--- config.mk ---
export PLATFORM = sky130hd
export DESIGN_NAME = cse_cell
export DESIGN_NICKNAME = d
export VERILOG_FILES = /design/src/sv/cse_pkg.sv /design/src/sv/cse_cell.sv
export SDC_FILE = /design/constraint.sdc
export NUM_CORES = 1
export LEC_CHECK = 0
export BUFFER_PORTS_ARGS = -buffer_cell sky130_fd_sc_hd__buf_2
export CORE_UTILIZATION = 40
export CTS_BUF_LIST = sky130_fd_sc_hd__clkbuf_4 sky130_fd_sc_hd__clkbuf_8
export DETAILED_ROUTE_END_ITERATION = 12
export SYNTH_ARGS = -nofsm -noshare
export SYNTH_HDL_FRONTEND = slang
export SYNTH_SLANG_ARGS = --single-unit
export TNS_END_PERCENT = 5
--- constraint.sdc ---
create_clock -name clk -period 4.7 [get_ports clk]
set_clock_uncertainty 0.15 [all_clocks]
set_input_delay 0.705 -clock clk [delete_from_list [all_inputs] [get_ports clk]]
set_output_delay 0.705 -clock clk [all_outputs]
set_load 0.03 [all_outputs]
--- src/sv/cse_pkg.sv ---
package cse_pkg;

	localparam int CFG_BITS       = 5;
	localparam int CRANE_IN_BITS  = 4;
	localparam int PROC_BITS      = 16;
	localparam int OUT_TIME_BITS  = 40;
	localparam int IDLE_BITS      = 44;
	localparam int RESET_CRANES   = 2;

	localparam logic [IDLE_BITS-1:0] IDLE_MAX = '1;

	typedef enum logic [2:0] {
		ST_IDLE,
		ST_CALC,
		ST_APPLY,
		ST_DIFF,
		ST_INJECT,
		ST_WAIT,
		ST_DONE
	} state_t;

	typedef struct packed {
		logic clear;
		logic apply;
		logic push;
	} ctrl_t;

	typedef struct packed {
		logic                 valid;
		logic                 clash;
		logic [IDLE_BITS-1:0] acc;
	} link_t;

endpackage

--- src/sv/cse_cell.sv ---
module cse_cell #(
	parameter int TIME_BITS  = 40,
	parameter int MAX_CRANES = 16,
	parameter int INDEX      = 0
) (
	input  logic                                 clk,
	input  logic                                 arst_n,
	input  cse_pkg::ctrl_t                       ctrl,
	input  logic [$clog2(MAX_CRANES)-1:0]        crane,
	input  logic [$clog2(MAX_CRANES+1)-1:0]      num_cranes,
	input  logic [$clog2(MAX_CRANES)-1:0]        recent_count,
	input  logic [TIME_BITS-1:0]                 start_time,
	input  logic [TIME_BITS-1:0]                 finish_time,
	input  logic [TIME_BITS-1:0]                 ready_lead,
	output logic [TIME_BITS-1:0]                 ready,
	input  logic [TIME_BITS-1:0]                 hist_start_in,
	input  logic [TIME_BITS-1:0]                 hist_finish_in,
	input  logic [$clog2(MAX_CRANES)-1:0]        hist_crane_in,
	output logic [TIME_BITS-1:0]                 hist_start_out,
	output logic [TIME_BITS-1:0]                 hist_finish_out,
	output logic [$clog2(MAX_CRANES)-1:0]        hist_crane_out,
	input  cse_pkg::link_t                       link_in,
	output cse_pkg::link_t                       link_out
);
	import cse_pkg::*;

	localparam int CW = $clog2(MAX_CRANES);
	localparam int MW = $clog2(MAX_CRANES + 1);
	localparam int IW = MW + 1;
	localparam int SW = ((TIME_BITS > IDLE_BITS) ? TIME_BITS : IDLE_BITS) + 1;

	logic [TIME_BITS-1:0] ready_q;
	logic [TIME_BITS-1:0] diff_q;
	logic [TIME_BITS-1:0] hist_start_q;
	logic [TIME_BITS-1:0] hist_finish_q;
	logic [CW-1:0]        hist_crane_q;
	link_t                link_q;

	logic          index_ok;
	logic          overlap;
	logic [SW-1:0] acc_sum;
	link_t         link_d;

	always_ff @(posedge clk or negedge arst_n) begin
		if (!arst_n) begin
			ready_q <= '0;
		end else if (ctrl.clear) begin
			ready_q <= '0;
		end else if (ctrl.apply) begin
			if (IW'(crane) == IW'(INDEX)) begin
				ready_q <= finish_time;
			end else if (IW'(INDEX) < IW'(crane) && ready_q < finish_time) begin
				ready_q <= finish_time;
			end
		end
	end

	always_ff @(posedge clk) begin
		if (IW'(INDEX) < IW'(num_cranes) && ready_lead >= ready_q) begin
			diff_q <= ready_lead - ready_q;
		end else begin
			diff_q <= '0;
		end
	end

	always_ff @(posedge clk) begin
		if (ctrl.push) begin
			hist_start_q  <= hist_start_in;
			hist_finish_q <= hist_finish_in;
			hist_crane_q  <= hist_crane_in;
		end
	end

	// This cell checks the container INDEX + 1 places back in the history.
	always_comb begin
		index_ok = (IW'(INDEX + 3) <= IW'(num_cranes))
			&& (IW'(INDEX + 2) <= IW'(crane))
			&& (IW'(INDEX + 1) <= IW'(recent_count))
			&& (IW'(hist_crane_q) < IW'(crane))
			&& (IW'(crane) > IW'(hist_crane_q) + IW'(INDEX + 1));
		overlap = (start_time < hist_finish_q) && (hist_start_q < finish_time)
			&& (start_time < finish_time) && (hist_start_q < hist_finish_q);
		acc_sum = SW'(link_in.acc) + SW'(diff_q);
		link_d.valid = link_in.valid;
		link_d.clash = link_in.clash | (index_ok & overlap);
		link_d.acc = (acc_sum > SW'(IDLE_MAX)) ? IDLE_MAX : acc_sum[IDLE_BITS-1:0];
	end

	always_ff @(posedge clk or negedge arst_n) begin
		if (!arst_n) begin
			link_q <= '0;
		end else begin
			link_q <= link_d;
		end
	end

	assign ready           = ready_q;
	assign hist_start_out  = hist_start_q;
	assign hist_finish_out = hist_finish_q;
	assign hist_crane_out  = hist_crane_q;
	assign link_out        = link_q;

endmodule

==> results of run 1 <==
-- placed cells by master (no fill, tap or decap), types with 5 or more instances in the layout --
cell type and instances:
sky130_fd_sc_hd__mux2i_1 46, sky130_fd_sc_hd__o21bai_1 7, sky130_fd_sc_hd__o21ai_1 10, sky130_fd_sc_hd__a211oi_1 16
sky130_fd_sc_hd__xnor2_1 24, sky130_fd_sc_hd__and2_1 8, sky130_fd_sc_hd__nand4_1 42, sky130_fd_sc_hd__dfrtp_1 86
sky130_fd_sc_hd__nand2b_1 106, sky130_fd_sc_hd__edfxtp_1 84, sky130_fd_sc_hd__or3_1 11, sky130_fd_sc_hd__o22ai_1 6
sky130_fd_sc_hd__o21ai_0 80, sky130_fd_sc_hd__a21oi_1 120, sky130_fd_sc_hd__nor3b_1 5, sky130_fd_sc_hd__nor4_1 13
sky130_fd_sc_hd__nand3_1 25, sky130_fd_sc_hd__nor3_1 27, sky130_fd_sc_hd__buf_2 435, sky130_fd_sc_hd__a2111oi_0 6
sky130_fd_sc_hd__nor2b_1 17, sky130_fd_sc_hd__and3_1 13, sky130_fd_sc_hd__clkbuf_4 13, sky130_fd_sc_hd__inv_1 150
sky130_fd_sc_hd__buf_4 7, sky130_fd_sc_hd__o211ai_1 11, sky130_fd_sc_hd__clkbuf_8 47, sky130_fd_sc_hd__dfxtp_1 40
sky130_fd_sc_hd__a211o_1 8, sky130_fd_sc_hd__nand2_1 97, sky130_fd_sc_hd__ha_1 284, sky130_fd_sc_hd__diode_2 7
sky130_fd_sc_hd__o31ai_1 5, sky130_fd_sc_hd__xor2_1 24, sky130_fd_sc_hd__a21o_1 79, sky130_fd_sc_hd__a31oi_1 20
sky130_fd_sc_hd__o21a_1 23, sky130_fd_sc_hd__nor2_1 88
-- routing by layer --
metal,up-vias,GRT usage
met4,4,0.0991
met1,6526,0.297
met3,95,0.0414
met2,405,0.414
li1,7074,-
met5,-,0
-- cells by family after synthesis --
logic type,count (synthesis),share of synthesized area
DFF,210,0.341
and+or+nand+nor,468,0.151
xor gates and xnor gates,48,0.0262
AOI/OAI and AO/OA,441,0.184
buffers and inverters,182,0.0438
adders and majority gates,286,0.224
muxes,48,0.0301
-- area by class of cell --
class,instances,area share
multi-input cells,1291,0.503
clock buffers,60,0.0378
inverters,150,0.0286
clock inverters,6,0.00394
well taps,525,0.0333
flip-flops and latches,210,0.278
repair buffers,444,0.115
diodes,7,0.000889
-- registers in the layout (all words and copies together), names as in the netlist --
name,count
hist_finish_out,40
link_out,46
hist_crane_out,4
ready,40
hist_start_out,40
diff_q,40
-- stage by stage --
step / hold WS [ps] / cell area [sq um] / instances / power [W]
2_1_floorplan: 259 / 16100 / 1683 / 0.00452
3_3_place_gp: 401 / 18800 / 2619 / 0.00539
3_5_place_dp: 400 / 18800 / 2619 / 0.00543
4_1_cts: 15.4 / 19700 / 2686 / 0.00739
5_1_grt: 28.6 / 19700 / 2692 / 0.00780
6_report: 77.5 / 19700 / 2693 / 0.00730
-- worst reg2reg max path: stages, from the launching register on --
cell                      delay [ps]
sky130_fd_sc_hd__dfrtp_1         440
sky130_fd_sc_hd__ha_1            340
sky130_fd_sc_hd__nand4_1          90
sky130_fd_sc_hd__or2_1           260
sky130_fd_sc_hd__nor4_1          510
sky130_fd_sc_hd__nand2_1         200
sky130_fd_sc_hd__nor4_1          340
sky130_fd_sc_hd__a21oi_1         210
sky130_fd_sc_hd__a32oi_4         340
sky130_fd_sc_hd__buf_12          310
sky130_fd_sc_hd__mux2i_1         280
-- power by group --
group / switching [W] / internal, W / total (W)
Combinational: 0.00186 / 0.00111 / 0.00296
Sequential: 0.000177 / 0.00226 / 0.00244
Clock: 0.000794 / 0.00111 / 0.00190
Total: 0.00283 / 0.00448 / 0.00730
-- worst max-delay path by stage --
stage | end | cells past startpoint | slack [ps]
floorplan | link_out[41] | 13 | 1220
CTS | ready[10] | 10 | 1060
finish | ready[16] | 10 | 1150
global placement | ready[1] | 12 | 600
detailed placement | ready[36] | 12 | 590
global route | ready[36] | 10 | 890
-- what timing repair did --
item / 4_1_cts / 5_1_grt
hold endpoints to repair: 13 / 0
hold buffers: 1 / 0
setup endpoints to repair: 0 / 0
==> metrics, run 1 <==
pin count of the biggest net entering global routing 81; minimum setup slack in the final design about 1100 ps; startpoint kind of the worst setup timing path flop; floorplan row count between 70 and 80; source-to-sink clock delay at the later pin of the worst-skew pair around 590 ps; Total Routed Length slightly below 50 mm; peak supply drop roughly 240 uV; Fillers between 3k and 4k; Root Buffer sky130_fd_sc_hd__clkbuf_8; proportion of netlist area held by the largest area contributor 0.221; Routed WL per cell 18.4 um; average instance area after synthesis 9.55 sq um; final global-route overflow total 0; total number of nets in the final design ~2.7k; detailed route wirelength on metal2 roughly 24 mm; met1 wire length 21.7 mm; number of antenna violations at the first check in global routing 10; number of cell instances on the worst register-to-register path 10; TritonCTS clock tree yes; number of max-slew violations in the final report 0; Reg2Reg Launch Point ready[34]; gp weighted congestion 0.944; via count 14.1k; cell type with the largest total area after synthesis sky130_fd_sc_hd__ha_1; library cell appearing most often on the critical path sky130_fd_sc_hd__nor4_1; number of hold violations in the final report 0; Top Family by Delay on Critical Path simple AND/OR/NAND/NOR gates; #FFs+latches synth 210; Crit. Startpoint ready[34]; placement-stage worst setup slack 593 ps; Area contributors post-synth sky130_fd_sc_hd__ha_1 (22%), sky130_fd_sc_hd__edfxtp_1 (16%), sky130_fd_sc_hd__dfrtp_1 (13%); maximum count of clock buffers along a single path 3; wire length of the first global-routing pass 77.2 mm; number of distinct library cells after synthesis 77; clock edge transition at the registers on the reported setup and hold paths ~60 ps; First DRT Iteration DRCs 579; r2r setup slk about 1100 ps; number of max-capacitance violations reported 0; final worst path period need 3550 ps; placeable core region about 40000 sq um; combined flip-flop and latch cell area between 5000 and 6000 sq um; worst rel slew slack 0.320; sequential share of the synthesized area 0.341; Initial Util 0.405; static leakage 9.98 nW; post-CTS repair timing setup buffer count 0; most instantiated library cell after synthesis sky130_fd_sc_hd__ha_1; # clock sinks 210; startpoint of the most critical hold path link_in[45]; ANT nets after route 0; count of input and output buffers 437; Async S/R FF share, synth 0.410; residual DRC count 0; worst-margin pin slew 1020 ps; RSZ-0062 raised after global routing no; maximum net fanout on the critical path 38; # H-tree levels 2; data arrival time of the critical path 3900 ps; ranking of synthesized cells by instance count sky130_fd_sc_hd__ha_1 (284), sky130_fd_sc_hd__inv_1 (150), sky130_fd_sc_hd__a21oi_1 (120); amount of wire on met3 after detailed routing ~2.3 mm; data required time of the worst path 5050 ps; number of enable-type register cells in the synthesized netlist 84; share of the clock period used by the worst path after layout 0.756; half-perimeter wire length of the detailed placement result 41.7 mm; largest incremental delay on the critical path 510 ps; area of the multi-input gates roughly 9900 sq um; vias in the first global route 14.3k; Crit Path Class flop to flop; Die Outline Area 41000 sq um; worst hold path stage count 1; critical path buffer and inverter count 1; terminating pin of the worst hold path link_out[45]; number of top-level design ports 438; kind of end point of the critical path flop; status finished, final reports clean; Final setup viols 0; ordered cell list for the critical path ha_1 -> nand4_1 -> or2_1 -> nor4_1 -> nand2_1 -> nor4_1 -> a21oi_1 -> a32oi_4 -> buf_12 -> mux2i_1; Syn. warnings 0; Via density 5.24; utilization after layout 0.497; area added between synthesis and finish 22.6%; DIE WIDTH slightly above 200 um; highest metal layer used by the detailed router met5; DRT Pass-1 Iters 6; crit path max-delay cell type sky130_fd_sc_hd__nor4_1; power density cells 371 nW/um^2; synthesized netlist cell count around 1.7k; upper clock frequency limit 281 MHz; net count after synthesis 2237; global-route total usage across every layer 0.241; Top FF cell, synth sky130_fd_sc_hd__dfrtp_1; DIE HEIGHT 202 um; fraction of layout instances using a drive strength above 1 0.246; number of CTS-inserted buffers 39; Gates resized, CTS repair 0; type of the worst min-delay path primary input to flop; endpoint of the worst register-to-register path ready[16]; setup tns final 0 ps; combined area of all synthesized cells around 16000 sq um
Note: power is estimated with default switching activity, not from simulation.
==> inputs of run 2 (changes only) <==
--- a/config.mk
+++ b/config.mk
@@ -9,6 +9,7 @@
 export CORE_UTILIZATION = 40
 export CTS_BUF_LIST = sky130_fd_sc_hd__clkbuf_4 sky130_fd_sc_hd__clkbuf_8
 export DETAILED_ROUTE_END_ITERATION = 12
+export PLACE_DENSITY = 0.66
 export SYNTH_ARGS = -nofsm -noshare
 export SYNTH_HDL_FRONTEND = slang
 export SYNTH_SLANG_ARGS = --single-unit
==> constraint.sdc (replaced) <==
create_clock -name clk -period 2.9 [get_ports clk]
set_clock_uncertainty 0.15 [all_clocks]
set_input_delay 0.435 -clock clk [delete_from_list [all_inputs] [get_ports clk]]
set_output_delay 0.435 -clock clk [all_outputs]
set_load 0.03 [all_outputs]
==> run 2 against run 1 <==
Net effect: the run now ends with setup timing left; critical path type unchanged; first-iteration DRC count rose by 0.35%; sequential share of layout area fell by 4.7 points; final area rose by 21%; routed wire length rose by 9.4%.
==> metrics, run 2 (same netlist as run 1, synthesis figures left out) <==
status finished, violations left; failing checks setup timing; final worst path period need 3120 ps; residual DRC count 0; count of non-filler cells in the finished layout approximately 3.1k; cell area after placement around 21000 sq um; gp weighted congestion 0.948; DIE HEIGHT approximately 200 um; TritonCTS clock tree yes; placement-stage worst setup slack -837 ps; data required time of the worst path 3230 ps; via count 15.8k; Total Routed Length 54.2 mm; ANT nets after route 0; static leakage roughly 12 nW; Crit Path Class flop to flop; Final setup viols 47; number of max-capacitance violations reported 0; Design Area, Final 23800 sq um; Initial Util 0.405; floorplan row count 73; maximum net fanout on the critical path 4; Via density 5.11; number of antenna violations at the first check in global routing 8; startpoint kind of the worst setup timing path flop; half-perimeter wire length of the detailed placement result 42.9 mm; number of CTS-inserted buffers 40; final global-route overflow total 0; area added between synthesis and finish 48.2%; worst-margin pin slew 619 ps; total number of nets in the final design 3092; power density cells ~550 nW/um^2; placeable core region 39600 sq um; number of max-slew violations in the final report 0; count of input and output buffers 437; commonest cells after routing, fill and taps aside sky130_fd_sc_hd__buf_2 (435), sky130_fd_sc_hd__buf_4 (272), sky130_fd_sc_hd__ha_1 (266), sky130_fd_sc_hd__inv_1 (139), sky130_fd_sc_hd__dlygate4sd3_1 (123); clock edge transition at the registers on the reported setup and hold paths 60 ps; total power 0.0131 W; pin count of the biggest net entering global routing 60; vias in the first global route about 16k; global-route total usage across every layer 0.259; DRT Pass-1 Iters 7; fraction of layout instances using a drive strength above 1 0.357; worst rel slew slack 0.588; DIE WIDTH approximately 200 um; Root Buffer sky130_fd_sc_hd__clkbuf_8; share of the clock period used by the worst path after layout 1.08; source-to-sink clock delay at the later pin of the worst-skew pair around 600 ps; setup tns final -3160 ps; maximum count of clock buffers along a single path 3; Routed WL per cell 17.5 um; Die Outline Area 41000 sq um; # clock sinks 210; peak supply drop 467 uV; # H-tree levels 2; leading cell type in the layout, fill and taps excluded sky130_fd_sc_hd__buf_2; RSZ-0062 raised after global routing yes; placed instance count slightly below 3k; upper clock frequency limit 320 MHz; minimum setup slack in the final design -220 ps; kind of end point of the critical path flop; flip-flop count of the largest register, all copies and words added 46; data arrival time of the critical path 3450 ps; wire length of the first global-routing pass 83.8 mm; number of top-level design ports 438; type of the worst min-delay path primary input to flop; number of hold violations in the final report 0; First DRT Iteration DRCs slightly below 600
## run 2: cell count changes in the layout (fill, tap and decap cells not counted), sizes merged
cell / before / now
buf: 443 / 721
dlygate4sd3: 1 / 123
clkinv: 4 / 9
clkbuf: 60 / 57
bufbuf: 0 / 1
bufinv: 2 / 3
clkinvlp: 0 / 1
diode: 7 / 8
## run 2: what timing repair did
action | 4_1_cts | 5_1_grt
setup endpoints to repair | 117 | 125
gates resized for setup | 51 | 61
hold endpoints to repair | 163 | 0
gates cloned | 2 | 0
buffers inserted | 6 | 2
pin swaps | 29 | 32
hold buffers | 123 | 0
## run 2: critical path, stage by stage, from the launching register on
cell and delay (ps):
sky130_fd_sc_hd__dfxtp_2 330, sky130_fd_sc_hd__ha_4 130, sky130_fd_sc_hd__inv_2 30, sky130_fd_sc_hd__fa_2 320, sky130_fd_sc_hd__and2b_1 220, sky130_fd_sc_hd__o31a_2 170
sky130_fd_sc_hd__o221a_4 200, sky130_fd_sc_hd__o2111ai_4 180, sky130_fd_sc_hd__a2111oi_4 470, sky130_fd_sc_hd__o211ai_2 160, sky130_fd_sc_hd__a21o_4 260, sky130_fd_sc_hd__and3_4 150
sky130_fd_sc_hd__a221oi_2 230
## run 2: path summary, 6_finish.rpt
| check | slack, ps | startpoint | cells after the start | to |
|---|---|---|---|---|
| hold reg to reg | 420 | diff_q[0] | 2 | link_out[0] |
| hold / removal | 60 | link_in[40] | 3 | link_out[41] |
| setup reg to reg | -220 | diff_q[0] | 12 | link_out[41] |
| min in group asynchronous | 250 | arst_n | 2 | ready[2] |
| setup / recovery | -220 | diff_q[0] | 12 | link_out[41] |
| max in group asynchronous | 1680 | arst_n | 3 | link_out[39] |
## run 2: layout make-up
| cell class | count | area (sq um) |
|---|---|---|
| Fill cell | 3433 | 15800 |
| Multi-Input combinational cell | 1291 | 10500 |
| Timing Repair Buffer | 845 | 5710 |
| Sequential cell | 210 | 5500 |
| Clock buffer | 57 | 722 |
| Tap cell | 525 | 657 |
| Inverter | 150 | 563 |
| Clock inverter | 13 | 138 |
| Antenna cell | 8 | 20.0 |
## run 2: through the flow
stage / util / hold slack [ps]
global route: 0.600 / 45.9
global placement: 0.531 / 325
floorplan: - / -10.6
detailed placement: 0.531 / 329
CTS: 0.591 / 7.60
finish: 0.600 / 59.6
## run 2: per-layer routing
metal	wire (um)	vias up	share of wire	track usage
met5	0	-	0	0
met4	2190	0	0.040	0.121
met3	2790	117	0.051	0.0485
met2	27000	415	0.50	0.460
met1	22300	7386	0.41	0.299
li1	-	7905	-	-
## run 2: report_power, final
group / leakage, nW / switching (W) / internal [W]
registers: 2.20 / 0.000229 / 0.00367
clock network: 0.452 / 0.00135 / 0.00186
logic: 9.32 / 0.00335 / 0.00262
total: 12.0 / 0.00493 / 0.00815
==> inputs of run 3 (changes only) <==
--- a/config.mk
+++ b/config.mk
@@ -6,10 +6,9 @@
 export NUM_CORES = 1
 export LEC_CHECK = 0
 export BUFFER_PORTS_ARGS = -buffer_cell sky130_fd_sc_hd__buf_2
-export CORE_UTILIZATION = 40
+export CORE_UTILIZATION = 35
 export CTS_BUF_LIST = sky130_fd_sc_hd__clkbuf_4 sky130_fd_sc_hd__clkbuf_8
 export DETAILED_ROUTE_END_ITERATION = 12
-export PLACE_DENSITY = 0.66
 export SYNTH_ARGS = -nofsm -noshare
 export SYNTH_HDL_FRONTEND = slang
 export SYNTH_SLANG_ARGS = --single-unit
==> run 3 against run 2 <==
Net effect: the flow still finishes with violations (setup timing); routed wire length increased by 4.2%; sequential share of layout area decreased by 0.23 points; clock-buffer cell count increased by 7; via count increased by 0.49%; largest cell class unchanged; worst setup slack got worse by 19 ps; fmax decreased by 0.61%; final area increased by 1.0%; final cell count increased by 3.5%; global-route usage decreased by 2.5 points; first-iteration DRC count increased by 51%; worst hold slack improved by 3.7 ps.
==> metrics, run 3 (same netlist as run 1, synthesis figures left out) <==
status finished, violations left; failing checks setup timing; source-to-sink clock delay at the later pin of the worst-skew pair 600 ps; minimum setup slack in the final design -239 ps; First DRT Iteration DRCs 880; wire length of the first global-routing pass approximately 85 mm; share of the clock period used by the worst path after layout 1.08; upper clock frequency limit 319 MHz; Die Outline Area approximately 47000 sq um; utilization after layout 0.531; peak supply drop 436 uV; r2r setup slk -240 ps; DIE HEIGHT 216 um; # H-tree levels 2; Routed WL per cell 17.6 um; kind of end point of the critical path flop; floorplan row count 78; fraction of layout instances using a drive strength above 1 0.358; data required time of the worst path 3240 ps; number of hold violations in the final report 0; number of antenna violations at the first check in global routing 9; count of input and output buffers 437; flip-flop count of the largest register, all copies and words added 46; Initial Util 0.355; number of max-capacitance violations reported 0; residual DRC count 0; final global-route overflow total 0; total number of nets in the final design 3118; via count ~16k; Reg2Reg Launch Point diff_q[0]; Final setup viols 73; data arrival time of the critical path 3480 ps; DRT Pass-1 Iters 5; type of the worst min-delay path primary input to flop; clock edge transition at the registers on the reported setup and hold paths 60 ps; area added between synthesis and finish 49.7%; worst-margin pin slew 749 ps; Root Buffer sky130_fd_sc_hd__clkbuf_8; area of the multi-input gates 10400 sq um; power density cells 556 nW/um^2; commonest cells after routing, fill and taps aside sky130_fd_sc_hd__buf_2 (435), sky130_fd_sc_hd__buf_4 (295), sky130_fd_sc_hd__ha_1 (273), sky130_fd_sc_hd__inv_1 (146), sky130_fd_sc_hd__dlygate4sd3_1 (124); worst rel slew slack 0.494; # clock sinks 210; number of CTS-inserted buffers 42; endpoint of the worst register-to-register path link_out[41]; maximum net fanout on the critical path 5; startpoint of the most critical hold path finish_time[20]; Total Routed Length 56.5 mm; leading cell type in the layout, fill and taps excluded sky130_fd_sc_hd__buf_2; final hold slack around 63 ps; maximum count of clock buffers along a single path 3; number of max-slew violations in the final report 0; DIE WIDTH around 220 um; count of non-filler cells in the finished layout 3207; final worst path period need between 3000 and 4000 ps; TritonCTS clock tree yes; static leakage 12.1 nW; Crit Path Class flop to flop; global-route total usage across every layer 0.234; combined flip-flop and latch cell area ~5500 sq um; worst hold path stage count 4; Fillers 4223; ANT nets after route 0; vias in the first global route 16.3k; terminating pin of the worst hold path ready[20]; number of top-level design ports 438; placeable core region 45300 sq um; startpoint kind of the worst setup timing path flop; Via density 4.96; RSZ-0062 raised after global routing yes; number of cell instances on the worst register-to-register path 12; placed instance count 2981; gp weighted congestion 0.913; pin count of the biggest net entering global routing 81; half-perimeter wire length of the detailed placement result approximately 45 mm
[run 3: cell types whose count changed in the layout (fill, tap and decap cells not counted), sizes merged]
cell and delta:
clkbuf +8, clkinvlp +1, dlygate4sd3 +1, diode +1, bufbuf -1, buf +23
[run 3: worst max-delay path by stage]
stage	start	to	cells past startpoint
floorplan	link_in[0]	link_out[41]	13
global placement	finish_time[37]	ready[1]	12
detailed placement	finish_time[37]	ready[13]	12
CTS	diff_q[0]	link_out[41]	12
global route	diff_q[0]	link_out[41]	12
finish	diff_q[0]	link_out[41]	12
[run 3: what timing repair did]
action / CTS / global route
pin swaps: 23 / 24
setup endpoints to repair: 91 / 125
endpoints found under the hold margin: 163 / 0
resized for setup: 38 / 56
buffers inserted: 4 / 8
hold buffers: 124 / 0
cloned: 2 / 1
[run 3: critical path, cell delays in order (launching register included)]
cell	delay (ps)
sky130_fd_sc_hd__dfxtp_2	340
sky130_fd_sc_hd__ha_4	150
sky130_fd_sc_hd__inv_4	30
sky130_fd_sc_hd__fa_2	340
sky130_fd_sc_hd__and2b_1	230
sky130_fd_sc_hd__o31a_2	170
sky130_fd_sc_hd__o221a_4	200
sky130_fd_sc_hd__o2111ai_4	160
sky130_fd_sc_hd__a2111oi_4	440
sky130_fd_sc_hd__o211ai_2	160
sky130_fd_sc_hd__a21o_4	280
sky130_fd_sc_hd__and3_4	150
sky130_fd_sc_hd__a221oi_2	230
[run 3: metal layers]
metal,share of wire,up-vias,track usage
met2,0.49,456,0.404
met4,0.051,4,0.122
met1,0.41,7345,0.272
met5,0.00042,-,0
met3,0.050,138,0.0460
li1,-,7957,-
[run 3: metrics by stage]
step	instance area, sq um	power (W)	setup TNS, ps	setup slack [ps]
3_3_place_gp	21300	0.00953	-50480	-827
4_1_cts	23700	0.0134	-5160	-150
6_report	24000	0.0134	-6080	-239
3_5_place_dp	21300	0.00962	-58220	-976
2_1_floorplan	16200	0.00737	-1200	-187
5_1_grt	24000	0.0142	-15290	-315
[run 3: cell type report]
cell class	instances	share of cell area
Antenna cell	9	0.000937
Clock buffer	64	0.0332
Clock inverter	14	0.00614
Inverter	150	0.0235
Multi-Input combinational cell	1291	0.431
Sequential cell	210	0.229
Tap cell	600	0.0312
Timing Repair Buffer	869	0.246
[run 3: power breakdown]
part,total (W),switching (W),internal (W),leakage (nW)
registers,0.00392,0.000248,0.00367,2.20
logic,0.00601,0.00339,0.00263,9.44
clock network,0.00344,0.00141,0.00203,0.500
